File: src/rtl/jse_pkg.sv
// Shared types, output slot codes and character helpers for the JSON string escaper.
package jse_pkg;

	localparam int FIFO_DEPTH = 4;
	localparam int PTR_W = $clog2(FIFO_DEPTH);
	localparam int CNT_W = $clog2(FIFO_DEPTH + 1);
	localparam int NUM_SLOTS = 16;

	localparam logic [3:0] SLOT_OPEN = 4'd0;
	localparam logic [3:0] SLOT_C1_BSL = 4'd1;
	localparam logic [3:0] SLOT_C1_U = 4'd2;
	localparam logic [3:0] SLOT_C1_D3 = 4'd3;
	localparam logic [3:0] SLOT_C1_D2 = 4'd4;
	localparam logic [3:0] SLOT_C1_D1 = 4'd5;
	localparam logic [3:0] SLOT_C1_D0 = 4'd6;
	localparam logic [3:0] SLOT_ESC_BSL = 4'd7;
	localparam logic [3:0] SLOT_CHR = 4'd8;
	localparam logic [3:0] SLOT_C2_BSL = 4'd9;
	localparam logic [3:0] SLOT_C2_U = 4'd10;
	localparam logic [3:0] SLOT_C2_D3 = 4'd11;
	localparam logic [3:0] SLOT_C2_D2 = 4'd12;
	localparam logic [3:0] SLOT_C2_D1 = 4'd13;
	localparam logic [3:0] SLOT_C2_D0 = 4'd14;
	localparam logic [3:0] SLOT_CLOSE = 4'd15;

	localparam logic [7:0] CH_QUOTE = 8'h22;
	localparam logic [7:0] CH_BSL = 8'h5c;
	localparam logic [7:0] CH_U = 8'h75;

	typedef struct packed {
		logic [15:0] mask;
		logic [15:0] code1;
		logic [15:0] code2;
		logic [7:0]  chr;
	} cmd_t;

	function automatic logic [7:0] hex_digit(input logic [3:0] v);
		logic [7:0] r;
		if (v < 4'd10) begin
			r = 8'h30 + {4'h0, v};
		end else begin
			r = 8'h61 + {4'h0, v} - 8'd10;
		end
		return r;
	endfunction

	function automatic logic [7:0] escape_letter(input logic [7:0] b);
		logic [7:0] r;
		unique case (b)
			8'h08: r = 8'h62;
			8'h09: r = 8'h74;
			8'h0a: r = 8'h6e;
			8'h0c: r = 8'h66;
			8'h0d: r = 8'h72;
			8'h22: r = 8'h22;
			8'h2f: r = 8'h2f;
			8'h5c: r = 8'h5c;
			default: r = 8'h00;
		endcase
		return r;
	endfunction

endpackage

File: src/rtl/jse_front.sv
// Front end: accepts bytes, tracks UTF-8 decode state and classifies each byte into a command.
module jse_front (
	input  logic             clk,
	input  logic             arst_n,
	input  logic             accept,
	input  logic [7:0]       data_byte,
	input  logic             is_first,
	input  logic             is_last,
	output logic             cmd_push,
	output jse_pkg::cmd_t    cmd
);

	logic [2:0]  rem_q;
	logic [30:0] acc_q;
	logic [2:0]  rem_e;
	logic [30:0] acc_e;
	logic [2:0]  rem_w;
	logic [30:0] acc_w;
	logic [30:0] acc_sh;
	logic [30:0] c1_val;
	logic        c1_on;
	logic        handled;
	logic [7:0]  letter;

	always_comb begin
		rem_e = is_first ? 3'd0 : rem_q;
		acc_e = is_first ? 31'd0 : acc_q;
		acc_sh = {acc_e[24:0], data_byte[5:0]};
		rem_w = rem_e;
		acc_w = acc_e;
		c1_val = 31'd0;
		c1_on = 1'b0;
		handled = 1'b0;
		letter = jse_pkg::escape_letter(data_byte);
		cmd = '0;

		if (is_first) begin
			cmd.mask[jse_pkg::SLOT_OPEN] = 1'b1;
		end

		if (rem_e != 3'd0) begin
			if (data_byte[7:6] == 2'b10) begin
				handled = 1'b1;
				rem_w = rem_e - 3'd1;
				if (rem_w == 3'd0) begin
					c1_val = acc_sh;
					c1_on = 1'b1;
					acc_w = 31'd0;
				end else begin
					acc_w = acc_sh;
				end
			end else begin
				c1_val = acc_e;
				c1_on = 1'b1;
				rem_w = 3'd0;
				acc_w = 31'd0;
			end
		end

		if (c1_on && c1_val != 31'd0 && c1_val[30:16] == 15'd0) begin
			cmd.mask[jse_pkg::SLOT_C1_D0:jse_pkg::SLOT_C1_BSL] = '1;
			cmd.code1 = c1_val[15:0];
		end

		if (!handled) begin
			priority if (data_byte[7] == 1'b0) begin
				if (data_byte != 8'h00) begin
					cmd.mask[jse_pkg::SLOT_CHR] = 1'b1;
					if (letter != 8'h00) begin
						cmd.mask[jse_pkg::SLOT_ESC_BSL] = 1'b1;
						cmd.chr = letter;
					end else begin
						cmd.chr = data_byte;
					end
				end
			end else if (data_byte[6] == 1'b0) begin
				cmd.mask[jse_pkg::SLOT_CHR] = 1'b1;
				cmd.chr = data_byte;
			end else if (data_byte[5] == 1'b0) begin
				rem_w = 3'd1;
				acc_w = {26'd0, data_byte[4:0]};
			end else if (data_byte[4] == 1'b0) begin
				rem_w = 3'd2;
				acc_w = {27'd0, data_byte[3:0]};
			end else if (data_byte[3] == 1'b0) begin
				rem_w = 3'd3;
				acc_w = {28'd0, data_byte[2:0]};
			end else if (data_byte[2] == 1'b0) begin
				rem_w = 3'd4;
				acc_w = {29'd0, data_byte[1:0]};
			end else if (data_byte[1] == 1'b0) begin
				rem_w = 3'd5;
				acc_w = {30'd0, data_byte[0]};
			end else begin
				cmd.mask[jse_pkg::SLOT_CHR] = 1'b1;
				cmd.chr = data_byte;
			end
		end

		if (is_last) begin
			if (rem_w != 3'd0 && acc_w != 31'd0 && acc_w[30:16] == 15'd0) begin
				cmd.mask[jse_pkg::SLOT_C2_D0:jse_pkg::SLOT_C2_BSL] = '1;
				cmd.code2 = acc_w[15:0];
			end
			rem_w = 3'd0;
			acc_w = 31'd0;
			cmd.mask[jse_pkg::SLOT_CLOSE] = 1'b1;
		end
	end

	assign cmd_push = accept && (cmd.mask != 16'd0);

	always_ff @(posedge clk or negedge arst_n) begin
		if (!arst_n) begin
			rem_q <= 3'd0;
			acc_q <= 31'd0;
		end else if (accept) begin
			rem_q <= rem_w;
			acc_q <= acc_w;
		end
	end

endmodule

File: src/rtl/jse_fifo.sv
// Short command queue between the front end and the output sequencer.
module jse_fifo (
	input  logic          clk,
	input  logic          arst_n,
	input  logic          push,
	input  jse_pkg::cmd_t wdata,
	output logic          full,
	input  logic          pop,
	output jse_pkg::cmd_t rdata,
	output logic          empty
);

	jse_pkg::cmd_t                  mem_q [jse_pkg::FIFO_DEPTH];
	logic [jse_pkg::PTR_W-1:0]      wr_q;
	logic [jse_pkg::PTR_W-1:0]      rd_q;
	logic [jse_pkg::CNT_W-1:0]      cnt_q;
	logic                           do_push;
	logic                           do_pop;

	assign full = (cnt_q == jse_pkg::CNT_W'(jse_pkg::FIFO_DEPTH));
	assign empty = (cnt_q == '0);
	assign do_push = push && !full;
	assign do_pop = pop && !empty;
	assign rdata = mem_q[rd_q];

	always_ff @(posedge clk) begin
		if (do_push) begin
			mem_q[wr_q] <= wdata;
		end
	end

	always_ff @(posedge clk or negedge arst_n) begin
		if (!arst_n) begin
			wr_q <= '0;
			rd_q <= '0;
			cnt_q <= '0;
		end else begin
			if (do_push) begin
				wr_q <= wr_q + 1'b1;
			end
			if (do_pop) begin
				rd_q <= rd_q + 1'b1;
			end
			if (do_push && !do_pop) begin
				cnt_q <= cnt_q + 1'b1;
			end else if (do_pop && !do_push) begin
				cnt_q <= cnt_q - 1'b1;
			end
		end
	end

endmodule

File: src/rtl/jse_back.sv
// Back end: expands commands into the output register, one byte per cycle unless stalled.
module jse_back (
	input  logic          clk,
	input  logic          arst_n,
	input  jse_pkg::cmd_t head,
	input  logic          head_empty,
	output logic          head_pop,
	output logic [7:0]    out_byte,
	output logic          out_last,
	output logic          empty,
	input  logic          pop
);

	jse_pkg::cmd_t cur_q;
	logic [15:0]   rem_q;
	logic [15:0]   rem_after;
	logic [3:0]    slot;
	logic [7:0]    slot_byte;
	logic          out_v_q;
	logic [7:0]    out_byte_q;
	logic          out_last_q;
	logic          load_ok;
	logic          adv;

	always_comb begin
		slot = 4'd0;
		for (int i = jse_pkg::NUM_SLOTS - 1; i >= 0; i--) begin
			if (rem_q[i]) begin
				slot = 4'(i);
			end
		end
	end

	always_comb begin
		unique case (slot)
			jse_pkg::SLOT_OPEN:    slot_byte = jse_pkg::CH_QUOTE;
			jse_pkg::SLOT_C1_BSL:  slot_byte = jse_pkg::CH_BSL;
			jse_pkg::SLOT_C1_U:    slot_byte = jse_pkg::CH_U;
			jse_pkg::SLOT_C1_D3:   slot_byte = jse_pkg::hex_digit(cur_q.code1[15:12]);
			jse_pkg::SLOT_C1_D2:   slot_byte = jse_pkg::hex_digit(cur_q.code1[11:8]);
			jse_pkg::SLOT_C1_D1:   slot_byte = jse_pkg::hex_digit(cur_q.code1[7:4]);
			jse_pkg::SLOT_C1_D0:   slot_byte = jse_pkg::hex_digit(cur_q.code1[3:0]);
			jse_pkg::SLOT_ESC_BSL: slot_byte = jse_pkg::CH_BSL;
			jse_pkg::SLOT_CHR:     slot_byte = cur_q.chr;
			jse_pkg::SLOT_C2_BSL:  slot_byte = jse_pkg::CH_BSL;
			jse_pkg::SLOT_C2_U:    slot_byte = jse_pkg::CH_U;
			jse_pkg::SLOT_C2_D3:   slot_byte = jse_pkg::hex_digit(cur_q.code2[15:12]);
			jse_pkg::SLOT_C2_D2:   slot_byte = jse_pkg::hex_digit(cur_q.code2[11:8]);
			jse_pkg::SLOT_C2_D1:   slot_byte = jse_pkg::hex_digit(cur_q.code2[7:4]);
			jse_pkg::SLOT_C2_D0:   slot_byte = jse_pkg::hex_digit(cur_q.code2[3:0]);
			jse_pkg::SLOT_CLOSE:   slot_byte = jse_pkg::CH_QUOTE;
			default:               slot_byte = jse_pkg::CH_QUOTE;
		endcase
	end

	assign load_ok = !out_v_q || pop;
	assign adv = load_ok && (rem_q != 16'd0);
	assign rem_after = adv ? (rem_q & (rem_q - 16'd1)) : rem_q;
	assign head_pop = (rem_after == 16'd0) && !head_empty;

	always_ff @(posedge clk) begin
		if (head_pop) begin
			cur_q <= head;
		end
		if (adv) begin
			out_byte_q <= slot_byte;
			out_last_q <= (slot == jse_pkg::SLOT_CLOSE);
		end
	end

	always_ff @(posedge clk or negedge arst_n) begin
		if (!arst_n) begin
			rem_q <= 16'd0;
			out_v_q <= 1'b0;
		end else begin
			rem_q <= head_pop ? head.mask : rem_after;
			if (load_ok) begin
				out_v_q <= adv;
			end
		end
	end

	assign out_byte = out_byte_q;
	assign out_last = out_last_q;
	assign empty = !out_v_q;

endmodule

File: src/rtl/json_string_escaper_utf8.sv
// Top level of the JSON string escaper with UTF-8 to \u escape conversion.
//
// Source bytes enter through a queue-style port and leave as the bytes of a
// quoted JSON string. A new byte is accepted every cycle while the internal
// four-entry command queue has room. Each accepted byte becomes zero to
// thirteen output bytes; the output sequencer emits one byte per cycle while
// the sink keeps popping, and a byte that yields nothing is not queued. The
// first output byte of a transaction passes through the command queue and
// the output register before it appears on the result ports. Bursts of
// escapes are absorbed by the queue and then throttle the input through full.
module json_string_escaper_utf8 (
	input  logic       clk,
	input  logic       arst_n,
	input  logic       push,
	output logic       full,
	input  logic [7:0] data_byte,
	input  logic       is_first,
	input  logic       is_last,
	output logic       empty,
	input  logic       pop,
	output logic [7:0] out_byte,
	output logic       out_last
);

	jse_pkg::cmd_t cmd;
	jse_pkg::cmd_t head;
	logic          cmd_push;
	logic          head_pop;
	logic          head_empty;
	logic          accept;

	assign accept = push && !full;

	jse_front u_front (
		.clk       (clk),
		.arst_n    (arst_n),
		.accept    (accept),
		.data_byte (data_byte),
		.is_first  (is_first),
		.is_last   (is_last),
		.cmd_push  (cmd_push),
		.cmd       (cmd)
	);

	jse_fifo u_fifo (
		.clk    (clk),
		.arst_n (arst_n),
		.push   (cmd_push),
		.wdata  (cmd),
		.full   (full),
		.pop    (head_pop),
		.rdata  (head),
		.empty  (head_empty)
	);

	jse_back u_back (
		.clk        (clk),
		.arst_n     (arst_n),
		.head       (head),
		.head_empty (head_empty),
		.head_pop   (head_pop),
		.out_byte   (out_byte),
		.out_last   (out_last),
		.empty      (empty),
		.pop        (pop)
	);

endmodule

File: config.mk
export PLATFORM = sky130hd
export DESIGN_NAME = json_string_escaper_utf8
export DESIGN_NICKNAME = d
export VERILOG_FILES = /design/src/rtl/jse_pkg.sv /design/src/rtl/jse_front.sv /design/src/rtl/jse_fifo.sv /design/src/rtl/jse_back.sv /design/src/rtl/json_string_escaper_utf8.sv
export SDC_FILE = /design/constraint.sdc
export NUM_CORES = 1
export LEC_CHECK = 0
export ABC_AREA = 1
export BUFFER_PORTS_ARGS = -buffer_cell sky130_fd_sc_hd__buf_2
export CAP_MARGIN = 20
export CORE_ASPECT_RATIO = 0.9
export CORE_MARGIN = 5
export CORE_UTILIZATION = 30
export DETAILED_ROUTE_END_ITERATION = 8
export MAX_ROUTING_LAYER = met4
export PLACE_DENSITY = 0.57
export SLEW_MARGIN = 5
export SYNTH_ARGS = -nofsm -noshare
export SYNTH_HDL_FRONTEND = slang
export SYNTH_SLANG_ARGS = --single-unit
File: constraint.sdc
create_clock -name clk -period 4.4 [get_ports clk]
set_input_delay 0.66 -clock clk [delete_from_list [all_inputs] [get_ports clk]]
set_output_delay 0.66 -clock clk [all_outputs]
set_load 0.02 [all_outputs]
---- Word level (Yosys, flattened, before mapping) ----
Memories as Yosys holds them, arrays and structs flattened.
Cells that the tools add are included.
operators by class
  equality and inequality tests ........... 25
  add/subtract/negate cells ............... 30
  multiplexer cells ....................... 93
  order comparisons ....................... 8
  bitwise gates (word level) .............. 1
  reduce and logical (&&, ||, !) cells .... 36
operators with widths
  cell                                                 count
  2-to-1 mux 31 bit                                    16
  2-to-1 mux 8 bit                                     17
  case mux 8 bit (12 select lines)                     1
  2-to-1 mux 16 bit                                    5
  adder 7 x 4 -> 8 bit, first input constant           8
  2-to-1 mux 4 bit                                     16
  subtractor 8 x 4 -> 8 bit, second input constant     8
  nonzero test 31 bit                                  2
  adder 6 x 4 -> 7 bit, first input constant           8
  case mux 7 bit (8 select lines)                      1
  2-to-1 mux 3 bit                                     14
  equality test 8 x 4 -> 1 bit, second input constant  5
  equality test 4 bit, second input constant           8
  < comparator 4 bit, second input constant            8
  nonzero test 16 bit                                  2
  logical NOT 15 bit                                   2
  2-to-1 mux 1 bit                                     17
  AND 16 bit                                           1
  equality test 4 x 3 -> 1 bit, second input constant  4
  equality test 8 x 6 -> 1 bit, second input constant  2
  logical NOT 16 bit                                   1
  nonzero test 8 bit                                   2
  subtractor 16 x 1 -> 16 bit, second input constant   1
  2-to-1 mux 7 bit                                     2
  19 further kinds                                     42
word-level totals
  bits in registers ....................... 107
  bits in writable memories ............... 224
  input port bits ......................... 14
  memories kept ........................... 1
  output and inout bits ................... 11
  logic and storage cells ................. 206
memories
  memory        depth  width  rd ports  clocked after Yosys merged registers in  wr ports  line            source
  u_fifo.mem_q  4      56     1         0                                        1         jse_fifo.sv:13  jse_pkg::cmd_t mem_q [jse_pkg::FIFO_DEPTH];

---- Logic depth before layout (Yosys ltp) ----
  word-level depth ........................ 26
  depth in mapped cells ................... 22
  gate-level depth less buffers ........... 22

---- Hierarchy ----
From an unflattened synthesis, not the netlist that was laid out.
unflattened totals
  cell total of the unflattened synthesis .. 1,787
  area, all modules ....................... 17,131.4 µm²
by module, submodules not included
  module                    sequential area each (µm²)  instances  cells each  area an instance (µm²)
  jse_fifo                  6,901.6                     1          715         9,898.2
  jse_back                  1,896.8                     1          449         3,748.6
  jse_front                 850.8                       1          621         3,474.6
  json_string_escaper_utf8  0.0                         1          2           10.0

---- Worst setup path after synthesis ----
OpenSTA, ideal clock, no wires.
  path kind ............................... input -> register
  start point ............................. input port is_first
  end point ............................... memory u_fifo.mem_q[0][0] in the netlist's numbering, enable pin
  library setup time ...................... 449 ps
  data required time ...................... 3,951 ps
  arrival ................................. 4,646 ps
  path buffers ............................ 1
  stages on the path ...................... 16
  path slack .............................. -696 ps
  cells stage by stage .................... inv_2 clkbuf_1 o21ai_0 ha_1 nand2_1 nand2_1 nand2_1 a211oi_1 inv_1 nand4_1 nor2_1 nand2_1 nand3_4 a31oi_4 inv_2 nor2_1
between the ends
  word-level cells in the longest chain between the ends .. 24
  elaborated cells between the ends (all ways) .. 52
  those cells by class .................... add/sub (1); mux (37); reduce/logical (14)
RTL lines
  item                                      line                            source
  start: declaration                        json_string_escaper_utf8.sv:17  input logic is_first,
  2-to-1 mux 3 bit                          jse_front.sv:26                 rem_e = is_first ? 3'd0 : rem_q;
  subtractor 3 x 1 -> 3 bit                 jse_front.sv:44                 rem_w = rem_e - 3'd1;
  logical NOT 3 bit                         jse_front.sv:45                 if (rem_w == 3'd0) begin
  2-to-1 mux 31 bit                         jse_front.sv:45
  2-to-1 mux 31 bit                         jse_front.sv:42                 if (data_byte[7:6] == 2'b10) begin
  2-to-1 mux 31 bit                         jse_front.sv:41                 if (rem_e != 3'd0) begin
  2-to-1 mux 31 bit                         jse_front.sv:91                 end else if (data_byte[1] == 1'b0) begin
  2-to-1 mux 31 bit                         jse_front.sv:88                 end else if (data_byte[2] == 1'b0) begin
  [... 9 more ...]                          --
  2-to-1 mux 6 bit                          jse_front.sv:101                if (rem_w != 3'd0 && acc_w != 31'd0 && acc_w[30:16] == 15'd0) begin
  2-to-1 mux 7 bit                          jse_front.sv:100                if (is_last) begin
  nonzero test 16 bit *                     jse_front.sv:111                assign cmd_push = accept && (cmd.mask != 16'd0);
  logical AND 1 bit *                       jse_front.sv:111
  logical AND 1 bit *                       jse_fifo.sv:22                  assign do_push = push && !full;
  net u_fifo.do_push                        jse_fifo.sv:17                  logic do_push;
  2-to-1 mux 1 bit *                        jse_fifo.sv:27                  if (do_push) begin
  2-to-1 mux 1 bit (implied by the code) *  jse_fifo.sv:28                  mem_q[wr_q] <= wdata;
  end: declaration                          jse_fifo.sv:13
Mark *: on every way through the listed nets, which the timed path passes. The rest lies on a longest branch.

---- Worst setup path after layout ----
  start point ............................. register u_front.rem_q[1]
  end point ............................... register u_fifo.cnt_q[2] in the netlist's numbering
between the ends
  word-level cells in the longest chain between the ends .. 25
  elaborated cells between the ends (all ways) .. 53
  those cells by class .................... add/sub (1); mux (34); reduce/logical (18)
RTL lines
  item                          line              source
  start: declaration            jse_front.sv:13   logic [2:0] rem_q;
  start signal: assignment      jse_front.sv:118  rem_q <= rem_w;
  2-to-1 mux 3 bit *            jse_front.sv:26
  subtractor 3 x 1 -> 3 bit     jse_front.sv:44
  logical NOT 3 bit             jse_front.sv:45
  2-to-1 mux 31 bit             jse_front.sv:45
  2-to-1 mux 31 bit             jse_front.sv:42
  2-to-1 mux 31 bit             jse_front.sv:41
  2-to-1 mux 31 bit             jse_front.sv:91
  2-to-1 mux 31 bit             jse_front.sv:88
  [... 10 more ...]             --
  2-to-1 mux 7 bit              jse_front.sv:100
  nonzero test 16 bit *         jse_front.sv:111
  logical AND 1 bit *           jse_front.sv:111
  logical AND 1 bit *           jse_fifo.sv:22
  net u_fifo.do_push            jse_fifo.sv:17
  logical NOT 1 bit             jse_fifo.sv:46    end else if (do_pop && !do_push) begin
  logical AND 1 bit             jse_fifo.sv:46
  nonzero test 2 bit (no line)  --
  end signal: assignment        jse_fifo.sv:45    cnt_q <= cnt_q + 1'b1;
  end signal: assignment        jse_fifo.sv:47    cnt_q <= cnt_q - 1'b1;
  end: declaration              jse_fifo.sv:16    logic [jse_pkg::CNT_W-1:0] cnt_q;
Marks and branches as above.
A chain may end at the register's enable or synchronous reset.

==> run metrics <==
count of final hold-check violations=0; EDFF count, synth=approximately 230; clk sinks=just under 300; Leak=5.97 nW; # diodes=0; core area=46400 um^2; worst skew pair latency=590 ps; Post-DP Area=approximately 15000 um^2; Detailed Route Iter0 Violations=852; CTS Buffer Depth=3; Ports=25; CP Max Fanout=6; CTS buffer count=30; RSZ-0062 raised after global routing=no; Congestion Overflow GR=0; area leader, netlist=edfxtp_1; vias in the first global route=9969; family with the most delay on the worst path=simple AND/OR/NAND/NOR gates; Design Area, Final=15900 um^2; H-Tree Depth=1; cells after synthesis=1405; Flop pwr share=between 30% and 40%; Startpoint Class=flop; Yosys cell types=59; post-route ant nets=0; max cap viols=0; Slew headroom=32.7%; CP required=4860 ps; Post-Syn Area=14000 um^2; min-delay worst type=input port to asynchronous set/reset pin; WL final=38400 um; status=complete, no violations; first-pass GRT wire length=59100 um; Final Setup Violations=0; initial antenna violation count=2; Max IR drop VDD=about 0.35 mV; Worst-path clk slew=60 ps; die height=approximately 210 um; Crit Path Class=flop to flop; slowest cell on the critical path=dfrtp_1; Critical Path AT=3900 ps; Yosys top cell area share=50.0%; share of cells above drive strength 1=11.3%; Avg Inst Size Synth=9.97 um^2; Design Power=10.3 mW; min cycle time layout=3440 ps; PortBufs=24; Finished Layout Cells=2068; crit path buf inv count=2; post-DR vias/cell=5.04; TritonCTS clock tree=done; Placer Congestion=0.947; TritonRoute pass-1 iters=7; width of the die=~240 um; CTS Hold Buffers Added=0; Filler cells=4768; sw power=a little over 4 mW; Max Freq=about 290 MHz; cts repair resizes=0; row cnt=75; DRC violations left=0; area grow syn2layout=13.2%; Post-Place Cells=between 2000 and 2500; CP dominant cell by count=nand2_1; clk root buf=clkbuf_16; Synth Flop Type=edfxtp_1; die area=~50000 um^2; Critical Path End Type=flop; largest net degree at the start of global routing=93; Async SR Flop Fraction=19.9%; routed len/inst=18.6 um; Synth Net Count=1435; Total Routing Usage GR=15.0%; Crit path largest cell delay=390 ps; post-detail-place hpwl=26400 um; Initial Utilization=30.2%; final net count=1459; Int Pwr=6.28 mW; Tcrit/Tclk final=78.2%; critical-path cell list=o21ai_0 > ha_1 > nand2_1 > nand2_1 > nand2_1 > a211oi_1 > inv_1 > nand4_1 > nor2_1 > nand2_1 > nand3_4 > a31oi_4 > ha_1 > inv_1 > fa_1 > a21oi_1 > o21ai_0 > xor2_1; Clk pwr share=between 20% and 30%; switching part of the total=39.3%; post-CTS setup buffer count=0; via count=about 10000; Slew @ Worst Pin=1010 ps; final slew viol count=0; Synth area leaders=edfxtp_1 50%, dfrtp_1 10%, nor2_1 5.7%; clk_skew=21.3 ps; Pwr Density=652 nW/um^2; Synth Register Bits=slightly below 300; Comb power frac=36.7%; YS warnings=0; sequential share of the synthesized area=roughly three fifths
-- final timing paths --
| check | startpoint | end | slack [ps] | cells past startpoint |
|---|---|---|---|---|
| setup / recovery | u_front.rem_q[1] | u_fifo.cnt_q[2] | 960 | 18 |
| hold / removal | arst_n | u_back.rem_q[4] | 230 | 1 |
| setup reg to reg | u_front.rem_q[1] | u_fifo.cnt_q[2] | 960 | 18 |
| hold reg to reg | u_front.acc_q[14] | u_front.acc_q[14] | 490 | 2 |
| max in group asynchronous | arst_n | u_front.acc_q[12] | 3250 | 2 |
| min in group clk | pop | u_back.out_v_q | 430 | 4 |
-- sequential cells by signal, indices dropped and copies added (netlist names) --
signal and cells:
u_fifo.mem_q 184, u_back.out_v_q 1, u_fifo.rd_q 2, u_back.out_byte 8, u_fifo.cnt_q 3, u_fifo.wr_q 2, u_front.rem_q 3, u_back.out_last 1
u_back.rem_q 16, u_front.acc_q 31, u_back.cur_q 40
-- power groups by stage --
stage | Combinational (mW) | Sequential [mW] | Clock [mW]
after detailed placement | 3.78 | 4.16 | 0
after CTS | 3.80 | 4.10 | 2.52
final | 3.79 | 4.10 | 2.45
after global routing | 4.25 | 4.16 | 2.62
after floorplan | 2.52 | 4.13 | 0
after global placement | 3.73 | 4.15 | 0
-- synth_stat cells, types with 2 or more instances --
cell type and n:
nand2_2 11, nor3_1 14, a211oi_1 4, a21oi_1 38, buf_4 2, dfrtp_1 58, or2_2 2, edfxtp_1 233
clkbuf_1 36, nor2_2 5, o21ai_2 2, o22ai_1 84, inv_2 13, buf_6 6, a32o_1 5, nor2_4 5
nor2_1 212, nor3_2 9, nand3_2 2, o211ai_1 10, buf_1 3, nand4_1 37, nand2_1 190, xor2_1 17
o21ai_1 13, inv_1 144, o21ai_0 147, nor4_1 5, nand3b_1 4, ha_1 15, nand3_1 39, buf_2 13
-- logic make-up after synthesis --
| kind of cell | synth area share (%) |
|---|---|
| adders and majority gates | 1.48 |
| muxes | 0.0804 |
| DFF | 60.3 |
| AOI/OAI and AO/OA | 13.0 |
| xor gates and xnor gates | 1.13 |
| and+or+nand+nor | 17.7 |
| buffers and inverters | 6.38 |
-- per-layer routing --
layer / up-vias / wire length [um] / track usage, %
met5: - / 0 / -
met4: 0 / 1040 / 4.19
met3: 71 / 2110 / 2.58
met2: 295 / 17000 / 22.3
met1: 5074 / 18300 / 21.3
li1: 4973 / - / -
-- cell usage in the layout (no fill, tap or decap), drive strengths merged, types with 2 or more instances in the layout --
| master | n |
|---|---|
| edfxtp | 233 |
| nor2 | 223 |
| nand2 | 202 |
| o21ai | 162 |
| inv | 160 |
| o22ai | 85 |
| dfrtp | 58 |
| buf | 52 |
| nand3 | 42 |
| a21oi | 39 |
| nand4 | 38 |
| clkbuf | 34 |
| nor3 | 24 |
| xor2 | 17 |
| ha | 15 |
| clkinv | 15 |
| o211ai | 10 |
| nor4 | 7 |
| a32o | 5 |
| nand3b | 4 |
| a211oi | 4 |
| clkinvlp | 3 |
| or2 | 2 |
| bufinv | 2 |
| a31oi | 2 |
-- metrics by stage --
stage	setup TNS, ps	hold slack, ps	worst slack, ps	utilization [%]
3_3_place_gp	0	472	462	32.1
3_5_place_dp	0	479	466	32.1
5_1_grt	0	275	561	34.2
6_report	0	231	958	34.2
2_1_floorplan	-128020	364	-696	-
4_1_cts	0	230	964	34.2
-- cell type report --
cell class	count	area [um^2]	area share [%]
flip-flops and latches	291	8450	53.3
multi-input cells	895	4700	29.6
well taps	616	771	4.86
clock buffers	34	766	4.83
inverters	159	599	3.78
repair buffers	52	400	2.52
clock inverters	21	175	1.10
(Power assumes the default switching activity.)
